## src/design/rct_pkg.sv

```systemverilog
// shared types and constants of the chunk tracker
`default_nettype none

package rct_pkg;

  localparam int SLOT_COUNT_DEF = 8;
  localparam int MAX_RESULTS    = 8;

  localparam logic [31:0] INIT_SEND_RST  = 32'd1;
  localparam logic [15:0] RESEND_IVL_RST = 16'd200;

  // register indexes
  localparam logic REG_INIT_SEND  = 1'b0;
  localparam logic REG_RESEND_IVL = 1'b1;

  // input actions
  localparam logic [2:0] ACT_OPEN = 3'd0;
  localparam logic [2:0] ACT_SEND = 3'd1;
  localparam logic [2:0] ACT_TICK = 3'd2;
  localparam logic [2:0] ACT_ACK  = 3'd3;
  localparam logic [2:0] ACT_DATA = 3'd4;

  // result kinds
  localparam logic [2:0] KIND_REGISTERED = 3'd0;
  localparam logic [2:0] KIND_FULL       = 3'd1;
  localparam logic [2:0] KIND_RESEND     = 3'd2;
  localparam logic [2:0] KIND_ACK_ACCEPT = 3'd3;
  localparam logic [2:0] KIND_ACK_DROP   = 3'd4;
  localparam logic [2:0] KIND_ACK_DONE   = 3'd5;

  typedef struct packed {
    logic load_item;
    logic do_open;
    logic do_send;
    logic do_data;
    logic time_inc;
    logic scan_clear;
    logic scan_read;
    logic tick_eval;
    logic ack_eval;
    logic scan_next;
    logic ack_result;
    logic finalize;
  } rct_cmd_t;

  typedef struct packed {
    logic [2:0] action;
    logic       tick_hit;
    logic       hits_full;
    logic       scan_last;
    logic       pend_valid;
    logic       out_busy;
  } rct_status_t;

endpackage

`default_nettype wire

```

## src/design/reliable_chunk_tracker_top.sv

```systemverilog
// open updates the state with no result; send and data load the pending result register,
// which the final state pushes to the result beat; tick and ack scan the table slot by slot
// with a read state and an evaluate state per slot; a stalled output beat holds the final
// push and a tick scan hit while a result is pending; one item is in work at a time
// reset: asynchronous, active low; slot busy bits clear at once, no clearing pass
`default_nettype none

module reliable_chunk_tracker_top #(
  parameter int SLOT_COUNT = rct_pkg::SLOT_COUNT_DEF
) (
  input  wire         clk_i,
  input  wire         rst_ni,
  input  wire         s_axis_tvalid,
  output logic        s_axis_tready,
  input  wire  [31:0] s_axis_tdata,   // [31:0] sequence_in
  input  wire  [2:0]  s_axis_tuser,   // [2:0] action
  output logic        m_axis_tvalid,
  input  wire         m_axis_tready,
  output logic [39:0] m_axis_tdata,   // [2:0] slot, [34:3] sequence_out,
                                      // [38:35] freed_count, [39] zero
  output logic [3:0]  m_axis_tuser,   // [2:0] kind, [3] data_accepted
  output logic        m_axis_tlast,
  input  wire         psel,
  input  wire         penable,
  input  wire         pwrite,
  input  wire  [2:0]  paddr,
  input  wire  [31:0] pwdata,
  output logic [31:0] prdata,
  output logic        pready
);

  rct_pkg::rct_cmd_t    cmd;
  rct_pkg::rct_status_t status;

  logic [2:0]  out_kind, out_slot;
  logic [31:0] out_seq;
  logic        out_acc;
  logic [3:0]  out_freed;

  assign pready = 1'b1;

  rct_controller u_ctrl (
    .clk_i      (clk_i),
    .rst_ni     (rst_ni),
    .in_valid_i (s_axis_tvalid),
    .in_ready_o (s_axis_tready),
    .status_i   (status),
    .cmd_o      (cmd)
  );

  rct_datapath #(
    .SLOT_COUNT (SLOT_COUNT)
  ) u_dp (
    .clk_i         (clk_i),
    .rst_ni        (rst_ni),
    .cmd_i         (cmd),
    .status_o      (status),
    .item_action_i (s_axis_tuser),
    .item_seq_i    (s_axis_tdata),
    .cfg_write_i   (psel && penable && pwrite && pready),
    .cfg_index_i   (paddr[2]),
    .cfg_wdata_i   (pwdata),
    .cfg_rdata_o   (prdata),
    .out_valid_o   (m_axis_tvalid),
    .out_ready_i   (m_axis_tready),
    .out_kind_o    (out_kind),
    .out_slot_o    (out_slot),
    .out_seq_o     (out_seq),
    .out_acc_o     (out_acc),
    .out_freed_o   (out_freed),
    .out_last_o    (m_axis_tlast)
  );

  assign m_axis_tdata = {1'b0, out_freed, out_seq, out_slot};
  assign m_axis_tuser = {out_acc, out_kind};

endmodule

`default_nettype wire

```

## src/design/rct_controller.sv

```systemverilog
// sequencer that steps the datapath through each action
`default_nettype none

module rct_controller (
  input  wire                  clk_i,
  input  wire                  rst_ni,
  input  wire                  in_valid_i,
  output logic                 in_ready_o,
  input  rct_pkg::rct_status_t status_i,
  output rct_pkg::rct_cmd_t    cmd_o
);

  typedef enum logic [2:0] {
    ST_IDLE,
    ST_EXEC,
    ST_SCAN_RD,
    ST_SCAN_EVAL,
    ST_ACK_OUT,
    ST_FINAL
  } state_e;

  state_e state_q, state_d;

  assign in_ready_o = (state_q == ST_IDLE);

  always_comb begin
    state_d = state_q;
    cmd_o   = '0;
    unique case (state_q)
      ST_IDLE: begin
        if (in_valid_i) begin
          cmd_o.load_item = 1'b1;
          state_d         = ST_EXEC;
        end
      end
      ST_EXEC: begin
        case (status_i.action)
          rct_pkg::ACT_OPEN: begin
            cmd_o.do_open = 1'b1;
            state_d       = ST_IDLE;
          end
          rct_pkg::ACT_SEND: begin
            cmd_o.do_send = 1'b1;
            state_d       = ST_FINAL;
          end
          rct_pkg::ACT_TICK: begin
            cmd_o.time_inc   = 1'b1;
            cmd_o.scan_clear = 1'b1;
            state_d          = ST_SCAN_RD;
          end
          rct_pkg::ACT_ACK: begin
            cmd_o.scan_clear = 1'b1;
            state_d          = ST_SCAN_RD;
          end
          rct_pkg::ACT_DATA: begin
            cmd_o.do_data = 1'b1;
            state_d       = ST_FINAL;
          end
          default: state_d = ST_IDLE;
        endcase
      end
      ST_SCAN_RD: begin
        cmd_o.scan_read = 1'b1;
        state_d         = ST_SCAN_EVAL;
      end
      ST_SCAN_EVAL: begin
        if (status_i.action == rct_pkg::ACT_TICK) begin
          // a new hit has to push the held result out first
          if (!(status_i.tick_hit && status_i.pend_valid && status_i.out_busy)) begin
            cmd_o.tick_eval = 1'b1;
            if ((status_i.tick_hit && status_i.hits_full) || status_i.scan_last) begin
              state_d = ST_FINAL;
            end else begin
              cmd_o.scan_next = 1'b1;
              state_d         = ST_SCAN_RD;
            end
          end
        end else begin
          cmd_o.ack_eval = 1'b1;
          if (status_i.scan_last) begin
            state_d = ST_ACK_OUT;
          end else begin
            cmd_o.scan_next = 1'b1;
            state_d         = ST_SCAN_RD;
          end
        end
      end
      ST_ACK_OUT: begin
        cmd_o.ack_result = 1'b1;
        state_d          = ST_FINAL;
      end
      ST_FINAL: begin
        if (!status_i.pend_valid) begin
          state_d = ST_IDLE;
        end else if (!status_i.out_busy) begin
          cmd_o.finalize = 1'b1;
          state_d        = ST_IDLE;
        end
      end
      default: state_d = ST_IDLE;
    endcase
  end

  always_ff @(posedge clk_i or negedge rst_ni) begin
    if (!rst_ni) begin
      state_q <= ST_IDLE;
    end else begin
      state_q <= state_d;
    end
  end

endmodule

`default_nettype wire

```

## src/design/rct_datapath.sv

```systemverilog
// slot table, counters, config registers and result registers
`default_nettype none

module rct_datapath #(
  parameter int SLOT_COUNT = rct_pkg::SLOT_COUNT_DEF
) (
  input  wire                   clk_i,
  input  wire                   rst_ni,
  input  rct_pkg::rct_cmd_t     cmd_i,
  output rct_pkg::rct_status_t  status_o,
  input  wire  [2:0]            item_action_i,
  input  wire  [31:0]           item_seq_i,
  input  wire                   cfg_write_i,
  input  wire                   cfg_index_i,
  input  wire  [31:0]           cfg_wdata_i,
  output logic [31:0]           cfg_rdata_o,
  output logic                  out_valid_o,
  input  wire                   out_ready_i,
  output logic [2:0]            out_kind_o,
  output logic [2:0]            out_slot_o,
  output logic [31:0]           out_seq_o,
  output logic                  out_acc_o,
  output logic [3:0]            out_freed_o,
  output logic                  out_last_o
);

  localparam int IDX_W = (SLOT_COUNT > 1) ? $clog2(SLOT_COUNT) : 1;

  logic [31:0] init_send_q;
  logic [15:0] resend_ivl_q;

  logic [SLOT_COUNT-1:0] busy_q;
  logic [31:0] seq_mem  [SLOT_COUNT];
  logic [31:0] time_mem [SLOT_COUNT];

  logic [31:0] next_send_q, exp_rx_q, last_ack_q, time_q;
  logic        rx_any_q;

  logic [2:0]       act_q;
  logic [31:0]      seq_q;
  logic [IDX_W-1:0] idx_q;
  logic [3:0]       hits_q, freed_q;
  logic [31:0]      rseq_q, rtime_q;

  logic        pend_valid_q;
  logic [2:0]  pend_kind_q, pend_slot_q;
  logic [31:0] pend_seq_q;
  logic        pend_acc_q;
  logic [3:0]  pend_freed_q;

  logic        out_valid_q;
  logic [2:0]  out_kind_q, out_slot_q;
  logic [31:0] out_seq_q;
  logic        out_acc_q, out_last_q;
  logic [3:0]  out_freed_q;

  // lowest free slot
  logic             free_found;
  logic [IDX_W-1:0] free_idx;
  always_comb begin
    free_found = 1'b0;
    free_idx   = '0;
    for (int i = SLOT_COUNT - 1; i >= 0; i--) begin
      if (!busy_q[i]) begin
        free_found = 1'b1;
        free_idx   = IDX_W'(i);
      end
    end
  end

  logic [31:0] age, ack_diff;
  logic        tick_hit, ack_hit, scan_last, data_ok, push, restamp;

  assign age       = time_q - rtime_q;
  assign tick_hit  = busy_q[idx_q] && (age >= {16'b0, resend_ivl_q});
  // serial order: difference zero or negative
  assign ack_diff  = rseq_q - seq_q;
  assign ack_hit   = busy_q[idx_q] && ((ack_diff == 32'd0) || ack_diff[31]);
  assign scan_last = (idx_q == IDX_W'(SLOT_COUNT - 1));
  assign data_ok   = !rx_any_q || (seq_q == exp_rx_q);
  assign restamp   = cmd_i.tick_eval && tick_hit;
  assign push      = (restamp && pend_valid_q) || cmd_i.finalize;

  assign status_o.action     = act_q;
  assign status_o.tick_hit   = tick_hit;
  assign status_o.hits_full  = (hits_q == 4'(rct_pkg::MAX_RESULTS - 1));
  assign status_o.scan_last  = scan_last;
  assign status_o.pend_valid = pend_valid_q;
  assign status_o.out_busy   = out_valid_q && !out_ready_i;

  assign cfg_rdata_o = (cfg_index_i == rct_pkg::REG_RESEND_IVL) ?
                       {16'b0, resend_ivl_q} : init_send_q;

  // control state
  always_ff @(posedge clk_i or negedge rst_ni) begin
    if (!rst_ni) begin
      init_send_q  <= rct_pkg::INIT_SEND_RST;
      resend_ivl_q <= rct_pkg::RESEND_IVL_RST;
      busy_q       <= '0;
      next_send_q  <= '0;
      exp_rx_q     <= '0;
      last_ack_q   <= '0;
      rx_any_q     <= 1'b0;
      time_q       <= '0;
      act_q        <= '0;
      idx_q        <= '0;
      hits_q       <= '0;
      freed_q      <= '0;
      pend_valid_q <= 1'b0;
      out_valid_q  <= 1'b0;
    end else begin
      if (cfg_write_i) begin
        if (cfg_index_i == rct_pkg::REG_INIT_SEND) begin
          init_send_q <= cfg_wdata_i;
        end else begin
          resend_ivl_q <= cfg_wdata_i[15:0];
        end
      end
      if (cmd_i.load_item) begin
        act_q <= item_action_i;
      end
      if (cmd_i.do_open) begin
        busy_q      <= '0;
        next_send_q <= init_send_q;
        exp_rx_q    <= '0;
        last_ack_q  <= '0;
        rx_any_q    <= 1'b0;
      end
      if (cmd_i.do_send && free_found) begin
        busy_q[free_idx] <= 1'b1;
        next_send_q      <= next_send_q + 32'd1;
      end
      if (cmd_i.do_data && data_ok) begin
        exp_rx_q   <= seq_q + 32'd1;
        last_ack_q <= seq_q;
        rx_any_q   <= 1'b1;
      end
      if (cmd_i.time_inc) begin
        time_q <= time_q + 32'd1;
      end
      if (cmd_i.scan_clear) begin
        idx_q   <= '0;
        hits_q  <= '0;
        freed_q <= '0;
      end
      if (cmd_i.scan_next) begin
        idx_q <= idx_q + IDX_W'(1);
      end
      if (restamp) begin
        hits_q <= hits_q + 4'd1;
      end
      if (cmd_i.ack_eval && ack_hit) begin
        busy_q[idx_q] <= 1'b0;
        if (freed_q != 4'd15) begin
          freed_q <= freed_q + 4'd1;
        end
      end
      if (cmd_i.do_send || cmd_i.do_data || cmd_i.ack_result || restamp) begin
        pend_valid_q <= 1'b1;
      end else if (cmd_i.finalize) begin
        pend_valid_q <= 1'b0;
      end
      if (push) begin
        out_valid_q <= 1'b1;
      end else if (out_ready_i) begin
        out_valid_q <= 1'b0;
      end
    end
  end

  // slot memories, item latch and result payload
  always_ff @(posedge clk_i) begin
    if (cmd_i.load_item) begin
      seq_q <= item_seq_i;
    end
    if (cmd_i.do_send && free_found) begin
      seq_mem[free_idx]  <= next_send_q;
      time_mem[free_idx] <= time_q;
    end else if (restamp) begin
      time_mem[idx_q] <= time_q;
    end
    if (cmd_i.scan_read) begin
      rseq_q  <= seq_mem[idx_q];
      rtime_q <= time_mem[idx_q];
    end

    if (cmd_i.do_send) begin
      pend_kind_q  <= free_found ? rct_pkg::KIND_REGISTERED : rct_pkg::KIND_FULL;
      pend_slot_q  <= free_found ? 3'(free_idx) : 3'd0;
      pend_seq_q   <= free_found ? next_send_q : 32'd0;
      pend_acc_q   <= 1'b0;
      pend_freed_q <= 4'd0;
    end else if (cmd_i.do_data) begin
      pend_kind_q  <= data_ok ? rct_pkg::KIND_ACK_ACCEPT : rct_pkg::KIND_ACK_DROP;
      pend_slot_q  <= 3'd0;
      pend_seq_q   <= data_ok ? seq_q : last_ack_q;
      pend_acc_q   <= data_ok;
      pend_freed_q <= 4'd0;
    end else if (cmd_i.ack_result) begin
      pend_kind_q  <= rct_pkg::KIND_ACK_DONE;
      pend_slot_q  <= 3'd0;
      pend_seq_q   <= seq_q;
      pend_acc_q   <= 1'b0;
      pend_freed_q <= freed_q;
    end else if (restamp) begin
      pend_kind_q  <= rct_pkg::KIND_RESEND;
      pend_slot_q  <= 3'(idx_q);
      pend_seq_q   <= rseq_q;
      pend_acc_q   <= 1'b0;
      pend_freed_q <= 4'd0;
    end

    if (push) begin
      out_kind_q  <= pend_kind_q;
      out_slot_q  <= pend_slot_q;
      out_seq_q   <= pend_seq_q;
      out_acc_q   <= pend_acc_q;
      out_freed_q <= pend_freed_q;
      out_last_q  <= cmd_i.finalize;
    end
  end

  assign out_valid_o = out_valid_q;
  assign out_kind_o  = out_kind_q;
  assign out_slot_o  = out_slot_q;
  assign out_seq_o   = out_seq_q;
  assign out_acc_o   = out_acc_q;
  assign out_freed_o = out_freed_q;
  assign out_last_o  = out_last_q;

endmodule

`default_nettype wire

```

## config.mk

```make
export PLATFORM = sky130hd
export DESIGN_NAME = reliable_chunk_tracker_top
export DESIGN_NICKNAME = d
export VERILOG_FILES = /design/src/design/rct_pkg.sv /design/src/design/reliable_chunk_tracker_top.sv /design/src/design/rct_controller.sv /design/src/design/rct_datapath.sv
export SDC_FILE = /design/constraint.sdc
export NUM_CORES = 1
export LEC_CHECK = 0
export BUFFER_PORTS_ARGS = -buffer_cell sky130_fd_sc_hd__buf_2
export CAP_MARGIN = 20
export CORE_ASPECT_RATIO = 0.75
export CORE_MARGIN = 5
export CORE_UTILIZATION = 55
export DETAILED_ROUTE_END_ITERATION = 8
export PLACE_DENSITY = 0.72
export SETUP_SLACK_MARGIN = 0.15
export SYNTH_ARGS = -nofsm -noshare
export SYNTH_HDL_FRONTEND = slang
export SYNTH_SLANG_ARGS = --single-unit
```

## constraint.sdc

```tcl
create_clock -name clk_i -period 8.38 [get_ports clk_i]
set_input_delay 0.419 -clock clk_i [delete_from_list [all_inputs] [get_ports clk_i]]
set_output_delay 0.419 -clock clk_i [all_outputs]
set_load 0.01 [all_outputs]
```

* Word-level counts from Yosys, hierarchy flattened
Memory sizes are Yosys's and may differ from the RTL's. A register that Yosys moved wholly into a read port is not among the register bits.
Cells that the tools add are included.
Widths: inputs -> output; s select.
** Operators by class
- Add/sub/neg operators :: 8
- Eq/ne operators :: 16
- Bitwise operators :: 4
- Magnitude comparators :: 5
- Reductions and logical operators :: 43
- Multiplexer cells :: 104
** Operators by type and width (number)
- $mux 32 :: 13
- $add 32x1->32 const B :: 3
- $mux 3 :: 29
- $sub 32x32->32 :: 2
- $mux 1 :: 46
- $eq 32x32->1 :: 1
- $ge 32x16->1 :: 1
- $logic_not 32->1 :: 1
- $reduce_or 32->1 :: 1
- $mux 4 :: 7
- $mux 8 :: 3
- $pmux 3 s6 :: 1
- $logic_and 1x1->1 :: 15
- $reduce_bool 2->1 :: 7
- $eq 3x2->1 const B :: 4
- $eq 3x3->1 const B :: 4
- $add 4x1->4 const B :: 2
- $and 8x8->8 :: 1
- $lt 3x4->1 const B :: 2
- $not 8->8 :: 1
- $or 8x8->8 :: 1
- $logic_or 1x1->1 :: 7
- $demux 1 s3 :: 2
- $eq 3x1->1 const B :: 2
- other kinds (17) :: 24
** Word-level totals
- Input bits :: 77
- Flip-flop bits (word level) :: 323
- Memories kept :: 2
- Bits in writable memories :: 512
- Output and inout bits :: 80
** Memory list
- u_dp.seq_mem :: words 8, bits a word 32, read ports 1, clocked after memory_dff 1, write ports 1, RTL line rct_datapath.sv:33 : logic [31:0] seq_mem [SLOT_COUNT];
- u_dp.time_mem :: words 8, bits a word 32, read ports 1, clocked after memory_dff 1, write ports 1, RTL line rct_datapath.sv:34 : logic [31:0] time_mem [SLOT_COUNT];

* Depth between registers and ports, before layout
- Word-level depth :: 16
- Depth in mapped cells :: 24
- Mapped depth without buffers :: 23

* Modules after synthesis
Synthesis repeated with hierarchy kept, for this count alone.
** Second synthesis, totals
- Cell total of the unflattened synthesis :: 3003
- Area, all modules :: 39321.5 µm²
** By module, submodules not included
- rct_datapath :: times used 1, cells an instance 2941, area each 38907.3 µm², seq. area each 25854.8 µm²
- rct_controller :: times used 1, cells an instance 56, area each 377.9 µm², seq. area each 75.1 µm²
- reliable_chunk_tracker_top :: times used 1, cells an instance 6, area each 36.3 µm², seq. area each 0.0 µm²

* Least setup slack after synthesis
No wires, ideal clock.
- Kind :: reg2reg
- From :: register u_dp.time_q[0]
- To :: memory u_dp.time_mem[3][0] (enable)
- Period minus slack after synthesis :: 7.280 ns
- Setup time :: 0.511 ns
- Arrival time :: 6.769 ns
- Setup slack :: 1.100 ns
- Stages on the path, launching flop included :: 23
- Cells stage by stage :: dfrtp_1 -> inv_1 -> ha_1 -> fa_1 -> nor2b_1 -> o2111a_1 -> nor3_1 -> nand3b_1 -> nand2_1 -> a311o_1 -> a21oi_1 -> xnor2_1 -> ha_1 -> nand4_1 -> nor2_1 -> a32oi_1 -> o2111ai_1 -> nor4_1 -> nand4b_1 -> o21ai_2 -> nand2b_1 -> buf_4 -> o41ai_1
** Between the ends
- Word-level cells in the longest chain between the ends :: 14
- Elaborated cells between the ends (all ways) :: 15
- Classes of those cells :: add/sub: 1; order compare: 1; mux: 8; reduce/logical: 5
** Ends and longest elaborated chain
- start, declared :: RTL line rct_datapath.sv:36 : logic [31:0] next_send_q, exp_rx_q, last_ack_q, time_q;
- start signal, assigned :: RTL line rct_datapath.sv:139 : time_q <= time_q + 32'd1;
- $sub 32x32->32 * :: RTL line rct_datapath.sv:74 : assign age = time_q - rtime_q;
- $ge 32x16->1 * :: RTL line rct_datapath.sv:75 : assign tick_hit = busy_q[idx_q] && (age >= {16'b0, resend_ivl_q});
- $logic_and 1x1->1 * :: RTL line rct_datapath.sv:75
- $logic_and 1x1->1 (2 in a row) :: RTL line rct_controller.sv:69 : if (!(status_i.tick_hit && status_i.pend_valid && status_i.out_busy)) begin
- $mux 1 :: RTL line rct_controller.sv:69
- $mux 1 :: RTL line rct_controller.sv:67 : if (status_i.action == rct_pkg::ACT_TICK) begin
- $mux 3 :: RTL line rct_controller.sv:29 : unique case (state_q)
- $logic_and 1x1->1 * :: RTL line rct_datapath.sv:81 : assign restamp = cmd_i.tick_eval && tick_hit;
- $mux 1 * :: RTL line rct_datapath.sv:179 : end else if (restamp) begin
- $mux 1 * :: RTL line rct_datapath.sv:176 : if (cmd_i.do_send && free_found) begin
- $mux 1 (implied by the code) * :: RTL line rct_datapath.sv:180 : time_mem[idx_q] <= time_q;
- $reduce_or 32->1 (no line)
- $mux 3 (no line) / $mux 1 (equally long branches)
- end, declared :: RTL line rct_datapath.sv:34
Mark *: on every way between the ends. The rest lies on a longest branch, timed or not.

* Worst setup path after layout
- From :: register u_dp.time_q[0]
- To :: register u_dp.pend_seq_q[11] (enable)
** Between the ends
- Word-level cells in the longest chain between the ends :: 10
** Ends and longest elaborated chain
- $sub 32x32->32 * :: RTL line rct_datapath.sv:74
- $ge 32x16->1 * :: RTL line rct_datapath.sv:75
- $logic_and 1x1->1 * :: RTL line rct_datapath.sv:75
- $logic_and 1x1->1 (2 in a row) :: RTL line rct_controller.sv:69
- $mux 1 :: RTL line rct_controller.sv:69
- $mux 1 :: RTL line rct_controller.sv:67
- $mux 3 :: RTL line rct_controller.sv:29
- $logic_and 1x1->1 * :: RTL line rct_datapath.sv:81
- $reduce_bool 4->1 (no line) *
- end signal, assigned :: RTL line rct_datapath.sv:190 : pend_seq_q <= free_found ? next_send_q : 32'd0;
- end signal, assigned :: RTL line rct_datapath.sv:196 : pend_seq_q <= data_ok ? seq_q : last_ack_q;
- end signal, assigned :: RTL line rct_datapath.sv:202 : pend_seq_q <= seq_q;
- end, declared :: RTL line rct_datapath.sv:47 : logic [31:0] pend_seq_q;
Marked as above.
A chain may end at the register's enable or synchronous reset.

==> flow_summary.toml <==
[hold_path]
hp-class = "in2reg"

[sta]
finalHoldViolations = 0
setup_viol = 0
rsz0062_at_grt = "false"
worstMarginPinSlew_ns = 1.237
hold_ws_ns = 0.02898
max_clock_freq_ghz = 0.1424
relSlewSlack = 0.1754
skew_ns = 0.02382
period_minus_slack_ns = 7.025
tns_ns = 0
final_max_slew_viol_count = 0
period_share = 0.8383

[synth]
synth-seq-area-share = 0.6489
ys_ff_latch = 899
ys_async_sr_fraction = 0.2269
synth_nets = 3196
synth_ff_type = "edfxtp_1"
synth_cells = 3032
synth_top_family_by_area = "compound AO/OA/AOI/OAI gates"
syn_area_mm2 = 0.03996
yosys_warnings = 0
synthMuxAreaShare = 0.05593
synth_cell_type_count = 91
synthAdderAreaFrac = 0.02762
synth-simple-area-share = 0.08711
avgSynthCellArea_um2 = 13.18
synth_xor_area_frac = 0.02740
synth_edf_count = 690
synth_compound_area_frac = 0.1234

[worst_setup_path]
worst-endpoint-required_ns = 8.54
crit_path_end_kind = "register"
crit_fanout = 38
setup.worst_path.start_class = "register"
path_class = "reg2reg"
worst_ep_arrival_time_ns = 7.18

[final_layout]
antenna_cells = 0
final_cell_mix = "edfxtp_1, dfrtp_1, o21ai_0, nand2_1, nor2_1"
layout_commonest_cell = "edfxtp_1"
area_delta_synth_final_pct = 13.49
finalNonFillerCells = 4262
fin_nets = 3395
fin_area_mm2 = 0.04535
drive_gt1_frac = 0.1601

[placed_design]
numPortBuffers = 152
hpwl_mm = 72.65
gp_congestion = 0.9823
placed_area_mm2 = 0.04184
dp.cells = 4032

[cts]
cts_made_buffers = 88
holdBufCountCts = 65
clock_path_buffers = 3
cts_resized = 0
postCtsSetupBuffers = 0
root_buffer = "clkbuf_16"
cts_tree = "yes"
cts.clk_slew.worst_paths_ns = 0.06
cts_max_level = 3
worstSkewPairLatency_ns = 0.67
cts.sinks = 899

[routing]
first_pass_iters = 9
wirelength_mm = 111.9
vias = 27530
drt_iter0_markers = 3898
drc = 5
via_per_inst = 6.460
wl_per_cell_um = 26.25
drtAntennaViolNets = 0

[pwr]
p_leak_uw = 0.01691
peakVddDrop_mv = 0.1907
power.total_uw = 15310
power_density_mw_per_mm2 = 337.6

[global_route]
grt_pass1_wl_mm = 167.2
track_usage = 0.2806
antenna_found_initial = 4
grt-ovfl-total = 0
grt_max_degree = 100
grt_pass1_vias = 26580

[status]
violations = "design-rule violations"
outcome = "finished, violations left"

[floorplanning]
design.portCount = 157
row_count = 85
core_mm2 = 0.07189
start_util = 0.5558
fp.dieH_um = 243.4
die_area_mm2 = 0.07820
die_w_um = 321.2

[flow_run]
cap_viol_max_count = 0
-- cell usage after synthesis, types with 7 or more instances --
cell,number,area (um2)
edfxtp_1,690,20720
dfrtp_1,200,5005
o21ai_0,191,955.9
nand2_1,180,675.7
nor2_1,161,604.3
a21oi_1,134,670.6
inv_1,134,503.0
clkbuf_1,132,495.5
nand3_1,129,645.6
mux2_2,102,1149
ha_1,85,1064
xnor2_1,77,674.4
a22oi_1,76,570.6
mux2i_1,59,590.6
nand4_1,51,319.1
xor2_1,48,420.4
a221oi_1,42,367.9
a222oi_1,39,390.4
nor3_1,36,180.2
a221o_1,29,290.3
nor2b_1,28,175.2
a21o_1,24,180.2
nand2b_1,24,150.1
nor4_1,24,150.1
mux4_2,22,495.5
and3_1,21,131.4
o211ai_1,18,135.1
a211oi_1,16,120.1
a31oi_1,16,100.1
o22ai_1,16,100.1
or3_1,12,75.07
and2_1,11,68.82
buf_1,11,41.29
buf_2,9,45.04
o21a_1,9,67.56
a31o_2,8,70.07
nor3b_1,8,60.06
a22o_1,7,61.31
nand3b_1,7,52.55
o221ai_1,7,61.31
o31ai_1,7,52.55
-- state kept, by name (all words and copies together) (netlist names), 4 cells and up --
name and count:
u_dp.pend_freed_q 4, u_dp.init_send_q 32, u_dp.rseq_q 32, u_dp.pend_seq_q 32
u_dp.rtime_q 32, u_dp.seq_mem 256, u_dp.time_mem 256, u_dp.resend_ivl_q 16
u_dp.hits_q 4, u_dp.out_freed_o 4, u_dp.last_ack_q 32, u_dp.out_seq_o 32
u_dp.freed_q 4, u_dp.time_q 32, u_dp.exp_rx_q 32, u_dp.busy_q 8
u_dp.next_send_q 32, u_dp.seq_q 32
-- path summary, 6_finish.rpt --
check                               startpoint             endpoint  slack [ns]  cells after the start
min in group asynchronous               rst_ni       u_dp.time_q[8]        0.37                      2
max in group asynchronous               rst_ni    u_dp.exp_rx_q[28]        6.56                      3
hold / removal                       pwdata[7]  u_dp.init_send_q[7]        0.03                      2
hold reg to reg            u_dp.pend_seq_q[11]   u_dp.out_seq_o[11]        0.42                      0
setup reg to reg                u_dp.time_q[0]  u_dp.pend_seq_q[11]        1.36                     22
setup / recovery                u_dp.time_q[0]  u_dp.pend_seq_q[11]        1.36                     22
-- cell type report --
class	instances	area, um2
multi-input combinational	1835	13020
fill	5339	26550
clock inverter	51	474.2
tap	957	1197
sequential	899	25940
clock buffer	113	2369
timing repair buffer	271	1834
inverter	136	510.5
-- through the flow --
stage / setup WS (ns) / utilization
global route: 0.9926 / 0.6308
global placement: 1.716 / 0.5819
floorplan: 1.100 / -
finish: 1.355 / 0.6308
detailed placement: 1.507 / 0.5820
CTS: 1.449 / 0.6306
-- kinds of logic after synthesis --
group	Yosys count
flip-flops	899
AO/OA/AOI/OAI	721
AND/OR/NAND/NOR	717
buffers and inverters	298
multiplexers	183
XOR/XNOR	125
adder cells (fa/ha/maj)	87
other	2
-- worst max-delay path: stages, from the launching register on --
cell and delay [ns]:
dfrtp_1 0.54, inv_1 0.13, ha_1 0.23, fa_1 0.41
nor2b_1 0.17, o2111a_1 0.25, nor3_1 0.09, nand3b_1 0.16
nand2_1 0.18, a21o_1 0.16, a211oi_1 0.08, a311oi_1 0.29
ha_1 0.29, a21o_1 0.17, a21oi_1 0.21, nor2_1 0.08
nor2_1 0.11, o2111ai_1 0.15, nor4_1 0.36, nand4b_1 0.39
o21ai_2 0.66, nand2b_1 0.58, nand2_2 0.75
-- power by group --
part | internal [uW] | switching (uW) | leakage (uW) | total [uW]
logic | 1810 | 3100 | 0.00646 | 4910
registers | 5720 | 763 | 0.00906 | 6490
clock network | 2200 | 1720 | 0.00139 | 3920
total | 9730 | 5580 | 0.0169 | 15300
-- per-layer routing --
layer | global-route usage | vias to the layer above | part of all wire | wire length [um]
met3 | 0.06920 | 195 | 0.11 | 12710
met4 | 0.07494 | 0 | 0.028 | 3169
met2 | 0.4034 | 1514 | 0.43 | 48040
li1 | - | 12040 | - | -
met1 | 0.4314 | 13780 | 0.43 | 47980
met5 | 0 | - | 0 | 0
Power figures use the tool's default switching activity.
